File: src/aac_pkg.sv
// shared types and constants for the activity level classifier
// no dependencies; imported by every module of the block
`default_nettype none

package aac_pkg;

  // item function codes
  localparam logic [1:0] FUNC_SAMPLE  = 2'd0;
  localparam logic [1:0] FUNC_UPRIGHT = 2'd1;
  localparam logic [1:0] FUNC_DAILY   = 2'd2;

  // activity level codes
  localparam logic [2:0] LVL_UNKNOWN   = 3'd0;
  localparam logic [2:0] LVL_SEDENTARY = 3'd1;
  localparam logic [2:0] LVL_LIGHT     = 3'd2;
  localparam logic [2:0] LVL_MODERATE  = 3'd3;
  localparam logic [2:0] LVL_VIGOROUS  = 3'd4;

  // configuration register indexes
  localparam logic [2:0] REG_WINDOW_LENGTH  = 3'd0;
  localparam logic [2:0] REG_ALERT_RUN_SECS = 3'd1;
  localparam logic [2:0] REG_GRAVITY_OFFSET = 3'd2;
  localparam logic [2:0] REG_LIGHT_THR      = 3'd3;
  localparam logic [2:0] REG_MODERATE_THR   = 3'd4;
  localparam logic [2:0] REG_VIGOROUS_THR   = 3'd5;

  // configuration reset values
  localparam logic [7:0]  RST_WINDOW_LENGTH  = 8'd60;
  localparam logic [31:0] RST_ALERT_RUN_SECS = 32'd1800;
  localparam logic [15:0] RST_GRAVITY_OFFSET = 16'd1024;
  localparam logic [15:0] RST_LIGHT_THR      = 16'd50;
  localparam logic [15:0] RST_MODERATE_THR   = 16'd150;
  localparam logic [15:0] RST_VIGOROUS_THR   = 16'd400;

  // alpha-max beta-min coefficients, scaled by 2^MAG_SHIFT
  localparam int unsigned MAG_ALPHA = 983;
  localparam int unsigned MAG_BETA  = 408;
  localparam int unsigned MAG_SHIFT = 10;

  // seconds to minutes: secs / 60 = (secs * MIN_RECIP) >> MIN_SHIFT, exact for 32-bit secs
  localparam logic [31:0] MIN_RECIP = 32'h8888_8889;
  localparam int unsigned MIN_SHIFT = 37;

  // window divider step count, minute totals handled one per cycle
  localparam int unsigned WIN_STEPS = 24;
  localparam int unsigned MIN_LANES = 3;

  // minute total lanes
  localparam logic [1:0] LANE_ACT = 2'd0;
  localparam logic [1:0] LANE_SED = 2'd1;
  localparam logic [1:0] LANE_UP  = 2'd2;

  // queue between front and back
  localparam int unsigned QDEPTH = 2;

  typedef struct packed {
    logic [1:0]         func;
    logic signed [15:0] accel_x;
    logic signed [15:0] accel_y;
    logic signed [15:0] accel_z;
  } in_item_t;

  typedef struct packed {
    logic [2:0]  level;
    logic        window_done;
    logic [15:0] active_minutes;
    logic [15:0] sedentary_minutes;
    logic [15:0] upright_minutes;
    logic        sedentary_alert;
  } out_item_t;

  // classified item handed from front to back
  typedef struct packed {
    logic [1:0]  func;
    logic [15:0] dyn;
  } job_t;

  typedef struct packed {
    logic [7:0]  window_length;
    logic [31:0] alert_run_secs;
    logic [15:0] gravity_offset;
    logic [15:0] light_thr;
    logic [15:0] moderate_thr;
    logic [15:0] vigorous_thr;
  } cfg_t;

  // queue write port: push from the front and the queue full flag
  typedef struct packed {
    logic push;
    logic full;
  } qwr_t;

endpackage

`default_nettype wire

File: src/aac_front.sv
// front end: accepts items, forms the dynamic magnitude of samples
// depends on aac_pkg; feeds aac_fifo
`default_nettype none

module aac_front #(
  parameter int SAMPLE_BITS = 16
) (
  input  logic             clk,
  input  logic             rst_n,
  input  logic             in_valid,
  output logic             in_stall,
  input  aac_pkg::in_item_t in_data,
  input  logic [15:0]      gravity_offset,
  input  logic             q_full,
  output logic             q_push,
  output aac_pkg::job_t    q_data
);
  import aac_pkg::*;

  typedef enum logic [3:0] {
    F_IDLE = 4'b0001,
    F_SORT = 4'b0010,
    F_MAG  = 4'b0100,
    F_PUSH = 4'b1000
  } fstate_t;

  fstate_t state_r, state_nxt;
  in_item_t item_r;
  logic [15:0] max_r, mid_r;
  logic [15:0] max_nxt, mid_nxt;
  logic [15:0] ax, ay, az;
  logic [26:0] mag_acc;
  logic [16:0] mag;
  logic [15:0] dyn_nxt;
  job_t job_r;

  // absolute value of the low sample bits as two's complement
  function automatic logic [15:0] abs_axis(logic [15:0] raw);
    logic [SAMPLE_BITS-1:0] v;
    logic [SAMPLE_BITS-1:0] n;
    v = raw[SAMPLE_BITS-1:0];
    n = ~v + 1'b1;
    return 16'(v[SAMPLE_BITS-1] ? n : v);
  endfunction

  // abs and max/mid selection
  always_comb begin
    ax = abs_axis(item_r.accel_x);
    ay = abs_axis(item_r.accel_y);
    az = abs_axis(item_r.accel_z);
    if (ax >= ay && ax >= az) begin
      max_nxt = ax;
      mid_nxt = (ay >= az) ? ay : az;
    end else if (ay >= az) begin
      max_nxt = ay;
      mid_nxt = (ax >= az) ? ax : az;
    end else begin
      max_nxt = az;
      mid_nxt = (ax >= ay) ? ax : ay;
    end
  end

  // magnitude minus gravity, clamped at zero
  always_comb begin
    mag_acc = 27'(max_r) * 27'(MAG_ALPHA) + 27'(mid_r) * 27'(MAG_BETA);
    mag     = mag_acc[26:MAG_SHIFT];
    if (mag > {1'b0, gravity_offset}) begin
      dyn_nxt = 16'(mag - {1'b0, gravity_offset});
    end else begin
      dyn_nxt = '0;
    end
  end

  // sequencing
  always_comb begin
    state_nxt = state_r;
    case (state_r)
      F_IDLE: if (in_valid) state_nxt = F_SORT;
      F_SORT: state_nxt = F_MAG;
      F_MAG:  state_nxt = F_PUSH;
      F_PUSH: if (!q_full) state_nxt = F_IDLE;
      default: state_nxt = F_IDLE;
    endcase
  end

  always_ff @(posedge clk) begin
    if (!rst_n) begin
      state_r <= F_IDLE;
    end else begin
      state_r <= state_nxt;
    end
  end

  // payload registers
  always_ff @(posedge clk) begin
    if (state_r == F_IDLE && in_valid) item_r <= in_data;
    if (state_r == F_SORT) begin
      max_r <= max_nxt;
      mid_r <= mid_nxt;
    end
    if (state_r == F_MAG) begin
      job_r.func <= item_r.func;
      job_r.dyn  <= dyn_nxt;
    end
  end

  assign in_stall = (state_r != F_IDLE);
  assign q_push   = (state_r == F_PUSH) && !q_full;
  assign q_data   = job_r;

endmodule

`default_nettype wire

File: src/aac_fifo.sv
// short queue of classified items between front and back
// depends on aac_pkg
`default_nettype none

module aac_fifo (
  input  logic          clk,
  input  logic          rst_n,
  input  aac_pkg::qwr_t wr,
  input  aac_pkg::job_t wr_data,
  output logic          full,
  input  logic          pop,
  output logic          not_empty,
  output aac_pkg::job_t rd_data
);
  import aac_pkg::*;

  localparam int PW = (QDEPTH > 1) ? $clog2(QDEPTH) : 1;
  localparam int CW = $clog2(QDEPTH + 1);

  job_t mem_r [QDEPTH];
  logic [PW-1:0] wptr_r, rptr_r;
  logic [CW-1:0] cnt_r;
  logic do_pop;

  assign do_pop    = pop && (cnt_r != '0);
  assign full      = (cnt_r == CW'(QDEPTH));
  assign not_empty = (cnt_r != '0);
  assign rd_data   = mem_r[rptr_r];

  // storage
  always_ff @(posedge clk) begin
    if (wr.push) mem_r[wptr_r] <= wr_data;
  end

  // pointers and fill count
  always_ff @(posedge clk) begin
    if (!rst_n) begin
      wptr_r <= '0;
      rptr_r <= '0;
      cnt_r  <= '0;
    end else begin
      if (wr.push) begin
        wptr_r <= (wptr_r == PW'(QDEPTH - 1)) ? '0 : wptr_r + 1'b1;
      end
      if (do_pop) begin
        rptr_r <= (rptr_r == PW'(QDEPTH - 1)) ? '0 : rptr_r + 1'b1;
      end
      if (wr.push && !do_pop) cnt_r <= cnt_r + 1'b1;
      else if (!wr.push && do_pop) cnt_r <= cnt_r - 1'b1;
    end
  end

endmodule

`default_nettype wire

File: src/aac_back.sv
// back end: window accumulation, serial division, daily counters, result register
// depends on aac_pkg; fed by aac_fifo
`default_nettype none

module aac_back (
  input  logic               clk,
  input  logic               rst_n,
  input  aac_pkg::cfg_t      cfg,
  input  logic               job_valid,
  input  aac_pkg::job_t      job,
  output logic               job_pop,
  output logic               out_valid,
  input  logic               out_stall,
  output aac_pkg::out_item_t out_data
);
  import aac_pkg::*;

  typedef enum logic [6:0] {
    B_IDLE   = 7'b0000001,
    B_ACC    = 7'b0000010,
    B_WDIV   = 7'b0000100,
    B_CLASS  = 7'b0001000,
    B_MSTART = 7'b0010000,
    B_MDIV   = 7'b0100000,
    B_OUT    = 7'b1000000
  } bstate_t;

  bstate_t state_r;
  job_t job_r;
  logic [23:0] sum_r;
  logic [7:0]  fill_r;
  logic [2:0]  level_r;
  logic        done_r;
  logic [31:0] sed_r, act_r, up_r, run_r;
  logic [7:0]  rem_r;
  logic [31:0] quo_r;
  logic [15:0] min_r [MIN_LANES];
  logic [4:0]  step_r;
  logic out_valid_r;
  out_item_t out_r;

  logic [7:0]  len;
  logic [23:0] sum_nxt;
  logic [7:0]  fill_nxt;
  logic [23:0] avg;
  logic [39:0] step_res;
  logic [31:0] secs;
  logic [63:0] recip_prod;
  logic        out_free;

  // one restoring division step: shift in the next dividend bit
  function automatic logic [39:0] div_step(logic [7:0] rem, logic [31:0] quo,
                                           logic [7:0] d);
    logic [8:0] sh;
    logic [8:0] diff;
    logic [39:0] res;
    sh   = {rem, quo[31]};
    diff = sh - {1'b0, d};
    if (sh >= {1'b0, d}) res = {diff[7:0], quo[30:0], 1'b1};
    else res = {sh[7:0], quo[30:0], 1'b0};
    return res;
  endfunction

  // window bookkeeping
  always_comb begin
    len      = (cfg.window_length == '0) ? 8'd1 : cfg.window_length;
    sum_nxt  = sum_r + 24'(job_r.dyn);
    fill_nxt = fill_r + 1'b1;
    avg      = quo_r[23:0];
    step_res = div_step(rem_r, quo_r, len);
    // one minute total per cycle by reciprocal multiply
    case (step_r[1:0])
      LANE_ACT: secs = act_r;
      LANE_SED: secs = sed_r;
      default:  secs = up_r;
    endcase
    recip_prod = 64'(secs) * 64'(MIN_RECIP);
  end

  assign out_free = !out_valid_r || !out_stall;
  assign job_pop  = (state_r == B_IDLE) && job_valid;

  // control and counters
  always_ff @(posedge clk) begin
    if (!rst_n) begin
      state_r     <= B_IDLE;
      sum_r       <= '0;
      fill_r      <= '0;
      level_r     <= LVL_UNKNOWN;
      sed_r       <= '0;
      act_r       <= '0;
      up_r        <= '0;
      run_r       <= '0;
      out_valid_r <= 1'b0;
    end else begin
      // result register: loaded when free, emptied by a transfer
      if (state_r == B_OUT && out_free) out_valid_r <= 1'b1;
      else if (!out_stall) out_valid_r <= 1'b0;
      case (state_r)
        B_IDLE: begin
          if (job_valid) state_r <= (job.func == FUNC_SAMPLE) ? B_ACC : B_MSTART;
          if (job_valid && job.func == FUNC_UPRIGHT) up_r <= up_r + 1'b1;
          if (job_valid && job.func == FUNC_DAILY) begin
            sed_r   <= '0;
            act_r   <= '0;
            up_r    <= '0;
            run_r   <= '0;
            level_r <= LVL_UNKNOWN;
          end
        end
        B_ACC: begin
          if (fill_nxt >= len) begin
            sum_r   <= '0;
            fill_r  <= '0;
            state_r <= B_WDIV;
          end else begin
            sum_r   <= sum_nxt;
            fill_r  <= fill_nxt;
            state_r <= B_MSTART;
          end
        end
        B_WDIV: begin
          if (step_r == 5'(WIN_STEPS - 1)) state_r <= B_CLASS;
        end
        B_CLASS: begin
          if (avg < 24'(cfg.light_thr)) begin
            level_r <= LVL_SEDENTARY;
            sed_r   <= sed_r + 32'(len);
            run_r   <= run_r + 32'(len);
          end else begin
            run_r <= '0;
            if (avg < 24'(cfg.moderate_thr)) begin
              level_r <= LVL_LIGHT;
            end else begin
              level_r <= (avg < 24'(cfg.vigorous_thr)) ? LVL_MODERATE : LVL_VIGOROUS;
              act_r   <= act_r + 32'(len);
            end
          end
          state_r <= B_MSTART;
        end
        B_MSTART: state_r <= B_MDIV;
        B_MDIV: begin
          if (step_r == 5'(MIN_LANES - 1)) state_r <= B_OUT;
        end
        B_OUT: begin
          if (out_free) state_r <= B_IDLE;
        end
        default: state_r <= B_IDLE;
      endcase
    end
  end

  // divider, minute totals and result payload
  always_ff @(posedge clk) begin
    case (state_r)
      B_IDLE: begin
        if (job_valid) begin
          job_r  <= job;
          done_r <= 1'b0;
        end
      end
      B_ACC: begin
        rem_r  <= '0;
        quo_r  <= {sum_nxt, 8'h00};
        step_r <= '0;
        done_r <= (fill_nxt >= len);
      end
      B_MSTART: begin
        step_r <= '0;
      end
      B_WDIV: begin
        rem_r  <= step_res[39:32];
        quo_r  <= step_res[31:0];
        step_r <= step_r + 1'b1;
      end
      B_MDIV: begin
        min_r[step_r[1:0]] <= recip_prod[MIN_SHIFT +: 16];
        step_r <= step_r + 1'b1;
      end
      B_OUT: begin
        if (out_free) begin
          out_r.level             <= level_r;
          out_r.window_done       <= done_r;
          out_r.active_minutes    <= min_r[LANE_ACT];
          out_r.sedentary_minutes <= min_r[LANE_SED];
          out_r.upright_minutes   <= min_r[LANE_UP];
          out_r.sedentary_alert   <= (run_r >= cfg.alert_run_secs);
        end
      end
      default: ;
    endcase
  end

  assign out_valid = out_valid_r;
  assign out_data  = out_r;

endmodule

`default_nettype wire

File: src/accel_activity_classifier_top.sv
// top level of the activity level classifier: config registers and wiring
// depends on aac_pkg, aac_front, aac_fifo, aac_back
//
//  channel  | direction | handshake          | payload
//  ---------+-----------+--------------------+--------------------------------
//  in_      | in        | in_valid/in_stall  | in_data   (func, three axes)
//  out_     | out       | out_valid/out_stall| out_data  (level, minutes, alert)
//  cfg_     | in        | cfg_valid/cfg_ready| cfg_index, cfg_wdata
//
// front: takes no new item until the last one is pushed; the push waits while the queue is full
// back: a tick, daily reset or unused code skips to the minute totals; a sample that
//   closes a window adds a 24-step serial divide for the average; one minute total per cycle
// rst_n low (synchronous) restores config defaults and clears all counters
// out_stall holds the result register; the back finishes the next item behind it, then
//   the queue fills and the front raises in_stall; cfg_ready is always high
`default_nettype none

module accel_activity_classifier_top #(
  parameter int SAMPLE_BITS = 16
) (
  input  logic               clk,
  input  logic               rst_n,
  input  logic               in_valid,
  output logic               in_stall,
  input  aac_pkg::in_item_t  in_data,
  output logic               out_valid,
  input  logic               out_stall,
  output aac_pkg::out_item_t out_data,
  input  logic               cfg_valid,
  output logic               cfg_ready,
  input  logic [2:0]         cfg_index,
  input  logic [31:0]        cfg_wdata
);
  import aac_pkg::*;

  cfg_t cfg_r;
  qwr_t qwr;
  job_t front_job, back_job;
  logic q_push, q_full, q_pop, q_valid;

  assign cfg_ready = 1'b1;

  // configuration registers
  always_ff @(posedge clk) begin
    if (!rst_n) begin
      cfg_r.window_length  <= RST_WINDOW_LENGTH;
      cfg_r.alert_run_secs <= RST_ALERT_RUN_SECS;
      cfg_r.gravity_offset <= RST_GRAVITY_OFFSET;
      cfg_r.light_thr      <= RST_LIGHT_THR;
      cfg_r.moderate_thr   <= RST_MODERATE_THR;
      cfg_r.vigorous_thr   <= RST_VIGOROUS_THR;
    end else if (cfg_valid) begin
      case (cfg_index)
        REG_WINDOW_LENGTH:  cfg_r.window_length  <= cfg_wdata[7:0];
        REG_ALERT_RUN_SECS: cfg_r.alert_run_secs <= cfg_wdata;
        REG_GRAVITY_OFFSET: cfg_r.gravity_offset <= cfg_wdata[15:0];
        REG_LIGHT_THR:      cfg_r.light_thr      <= cfg_wdata[15:0];
        REG_MODERATE_THR:   cfg_r.moderate_thr   <= cfg_wdata[15:0];
        REG_VIGOROUS_THR:   cfg_r.vigorous_thr   <= cfg_wdata[15:0];
        default: ;
      endcase
    end
  end

  assign qwr.push = q_push;
  assign qwr.full = q_full;

  aac_front #(
    .SAMPLE_BITS(SAMPLE_BITS)
  ) u_front (
    .clk            (clk),
    .rst_n          (rst_n),
    .in_valid       (in_valid),
    .in_stall       (in_stall),
    .in_data        (in_data),
    .gravity_offset (cfg_r.gravity_offset),
    .q_full         (q_full),
    .q_push         (q_push),
    .q_data         (front_job)
  );

  aac_fifo u_fifo (
    .clk       (clk),
    .rst_n     (rst_n),
    .wr        (qwr),
    .wr_data   (front_job),
    .full      (q_full),
    .pop       (q_pop),
    .not_empty (q_valid),
    .rd_data   (back_job)
  );

  aac_back u_back (
    .clk       (clk),
    .rst_n     (rst_n),
    .cfg       (cfg_r),
    .job_valid (q_valid),
    .job       (back_job),
    .job_pop   (q_pop),
    .out_valid (out_valid),
    .out_stall (out_stall),
    .out_data  (out_data)
  );

endmodule

`default_nettype wire

File: config.mk
export PLATFORM = sky130hd
export DESIGN_NAME = accel_activity_classifier_top
export DESIGN_NICKNAME = d
export VERILOG_FILES = /design/src/aac_pkg.sv /design/src/aac_front.sv /design/src/aac_fifo.sv /design/src/aac_back.sv /design/src/accel_activity_classifier_top.sv
export SDC_FILE = /design/constraint.sdc
export NUM_CORES = 2
export LEC_CHECK = 0
export ABC_AREA = 1
export BUFFER_PORTS_ARGS = -buffer_cell sky130_fd_sc_hd__buf_2
export CAP_MARGIN = 20
export CORE_UTILIZATION = 45
export CTS_BUF_LIST = sky130_fd_sc_hd__clkbuf_4
export CTS_CLUSTER_SIZE = 12
export DETAILED_ROUTE_END_ITERATION = 8
export PLACE_DENSITY = 0.67
export SYNTH_ARGS = -nofsm -noshare
export SYNTH_HDL_FRONTEND = slang
export SYNTH_HIERARCHICAL = 1
export SYNTH_SLANG_ARGS = --single-unit
export TNS_END_PERCENT = 5
File: constraint.sdc
create_clock -name clk -period 11.5 [get_ports clk]
set_input_delay 2.3 -clock clk [delete_from_list [all_inputs] [get_ports clk]]
set_output_delay 2.3 -clock clk [all_outputs]
set_load 0.02 [all_outputs]
==> metrics.md <==
| Metric | Value |
|---|---|
| Outcome | finished, final reports clean |
| Sequential Area | 14700 sq um |
| Slew Limit Fails | 0 |
| Post-synth cell types | 67 |
| Critical path depth in cells | 33 |
| Pre-CTS setup slack | 3.65 ns |
| Power density over cell area | 211 nW/um^2 |
| Post-DR wirelength/cell | 16.3 microns |
| Number of synthesis warnings | 6 |
| Setup slack, reg-to-reg | 3.51 ns |
| Worst path top cell family by delay | adder cells |
| # H-tree levels | 4 |
| Crit Path Class | flip-flop to flip-flop |
| # resized after CTS | 0 |
| FP Rows | 122 |
| Initial drt markers | 3473 |
| Post-route cell area | 54400 sq um |
| Setup Fix Bufs, Post-CTS | 0 |
| Drt first pass iters | 5 |
| Sinks on Clock Net | 583 |
| GRT Util Overall | 0.241 |
| Proportion of layout cells with a drive suffix above 1 | 0.0807 |
| Post-synth ARST share | 0 |
| Area delta synth->final | 8.38% |
| Initial Util | 0.454 |
| Final Skew | 0.0983 ns |
| Syn Area/Cell | 7.78 sq um |
| WP data arrival | 8.75 ns |
| Setup violators final | 0 |
| DIE AREA | 113000 sq um |
| Setup crit end kind | flip-flop |
| Multi-input combinational cell area | 30300 sq um |
| Cells on worst reg2reg path | 33 |
| Final Hold Viols | 0 |
| Final worst slack | 3.51 ns |
| Clk root buf | clkbuf_4 |
| Die Ht | 336 microns |
| Peak VDD IR | 0.693 mV |
| Num CTS Buffers | 161 |
| Post-DRT Antenna Nets | 0 |
| Ports | 146 |
| Final period utilization | 0.694 |
| Register area share after synthesis | 0.292 |
| Pleak | 26.4 nW |
| Slew margin rel. | 0.193 |
| Clock transition at path regs | 0.06 ns |
| Crit path max fanout | 16 |
| Mapped Nets | 7400 |
| Vias per cell | 5.18 |
| Critical Path Start Type | flip-flop |
| Mapped cell area | 50200 sq um |
| Crit Reg-Reg Endpoint | u_front/q_data[0] |
| Hold Buf Count CTS | 0 |
| Ys flop type | edfxtp_1 |
| Max stage delay on crit path | 0.55 ns |
| Worst Setup EP | u_front/q_data[0] |
| GP Congestion | 0.959 |
| Vias in the first global route | 41.2k |
| Count of buffers from port buffering | 144 |
| R2r startpoint | u_front/mid_r[5] |
| Fill cell count | 10.8k |
| Mapped Cells | 6454 |
| Max Clk Rate | 125 MHz |
| Hold Path Class | flip-flop to flip-flop |
| MaxCap Viol Count | 0 |
| Latest clock arrival within the worst-skew pair | 1.10 ns |
| Critical Path Source | u_front/mid_r[5] |
| Actual slew at the worst max-slew pin | 1.21 ns |
| CTS tree | built |
| Sum Neg Setup Slack | 0 ns |
| Final Power | 0.0115 W |
| Die X | 336 microns |
| Core box area | 111000 sq um |
| Most frequent cells in the layout | nand2_1, inv_1, nor2_1, ha_1, nand3_1 |
| Initial antenna violation count | 3 |
| EDFF count, synth | 299 |
| Commonest non-fill, non-tap cell in the layout | nand2_1 |
| DP Wirelength | 108000 microns |
| Unrepaired setup endpoints after global routing | no |
| Final wirelength | 135000 microns |
| Largest net degree at the start of global routing | 79 |
| Via count | 42.8k |
| CP Data Required Time | 12.26 ns |
| Minimum clock period | 7.99 ns |
| Placed Area | 52300 sq um |
| Bufs and invs on worst path | 5 |
| Synth Register Bits | 583 |
| Gr ovfl total | 0 |
| Clock Tree Buf Depth | 3 |
| Drt drc | 0 |
| # nets final | 7605 |
| First-pass GRT wire length | 216000 microns |
| Worst path slowest cell | fa_1 |
through the flow:
stage	util	instances	hold slack, ns
6_report	0.492	8270	0.374
5_1_grt	0.492	8270	0.404
4_1_cts	0.491	8262	0.348
3_5_place_dp	0.473	7982	0.405
3_3_place_gp	0.472	7981	0.402
2_1_floorplan	-	6454	0.400
worst min path at each step:
| stage | startpoint | endpoint | cells after the start |
|---|---|---|---|
| finish | u_back/min_r[0][8] | u_back/out_data[41] | 0 |
| global route | u_back/min_r[0][8] | u_back/out_data[41] | 0 |
| CTS | u_back/min_r[0][8] | u_back/out_data[41] | 0 |
| detailed placement | u_back/min_r[1][1] | u_back/out_data[18] | 0 |
| global placement | u_front/item_r[48] | u_front/q_data[16] | 0 |
| floorplan | u_back/min_r[2][9] | u_back/out_data[10] | 0 |
area by class of cell:
cell class              count  area share
diodes                      6    0.000276
clock buffers             231      0.0319
clock inverters            49     0.00621
inverters                1208      0.0834
multi-input cells        4534       0.557
flip-flops and latches    583       0.269
well taps                1488      0.0342
repair buffers            171      0.0177
worst register-to-register path, delay by kind of cell (launching register included):
family                   cells  cell delay [ns]
adder cells (fa/ha/maj)      9             3.86
buffers and inverters        5             0.32
AO/OA/AOI/OAI                6             1.23
flip-flops                   1             0.39
AND/OR/NAND/NOR             11             1.46
XOR/XNOR                     2             0.42
routing by layer:
metal  GRT usage  part of all wire  routed length [microns]  vias up
li1            -                 -                        -    21200
met1       0.329              0.45                    61200    20000
met2       0.387              0.45                    61200     1333
met3      0.0431             0.068                     9130      229
met4      0.0760             0.026                     3520        0
met5           0                 0                        0        -
report_power, final:
group          total [W]  internal [W]  switching (W)
Sequential       0.00252       0.00247      0.0000520
Combinational    0.00701       0.00263        0.00438
Clock            0.00193      0.000965       0.000963
synth_stat cells (7+ instances only):
library cell     n  area, sq um
fa_1           289         5790
clkbuf_1        34          128
mux2_4          10          150
o21bai_1        26          195
nand2_1       1459         5480
a22oi_1         15          113
nor4_1          17          106
nor2_2          14         87.6
buf_2           42          210
inv_1         1184         4440
a21o_1          21          158
nand4_1        119          744
buf_1           17         63.8
buf_4           20          150
nor3b_1         10         75.1
xor2_1          97          850
ha_1           567         7090
nand2_2          9         56.3
buf_6           15          169
o211ai_1        12         90.1
nor3_2           8         80.1
a31oi_1          8         50.1
nand3_1        420         2100
edfxtp_1       299         8980
dfxtp_1        284         5690
a21boi_0         7         52.6
nand3b_1        20          150
o21ai_0        148          741
nor2_4           9          101
o21a_1          16          120
mux2_2           8         90.1
o22ai_1         17          106
or2_2           10         62.6
a21oi_1        348         1740
o21ai_1         12         60.1
o221ai_1        13          114
nor3_1          70          350
inv_2           20         75.1
nor2_1         664         2490
xnor2_1         40          350
kinds of logic after synthesis:
| kind of cell | count (synthesis) | share of synthesized area |
|---|---|---|
| buf+inv | 1337 | 0.105 |
| flops | 583 | 0.292 |
| simple gates | 2861 | 0.244 |
| compound gates | 661 | 0.0737 |
| other cells | 1 | 0.0000747 |
| fa+ha+maj | 856 | 0.256 |
| xor+xnor | 137 | 0.0239 |
| mux | 18 | 0.00478 |
flip-flops by register name, summed over array words and instances (netlist names), 32 cells and up, named ones only:
name / flops
u_back/sed_r: 32
u_back/up_r: 32
u_back/quo_r: 32
u_fifo/mem_r: 36
u_back/min_r: 48
u_back/act_r: 32
u_back/run_r: 32
cfg_r: 104
u_front/item_r: 50
u_back/out_data: 53
(Power assumes the default switching activity.)
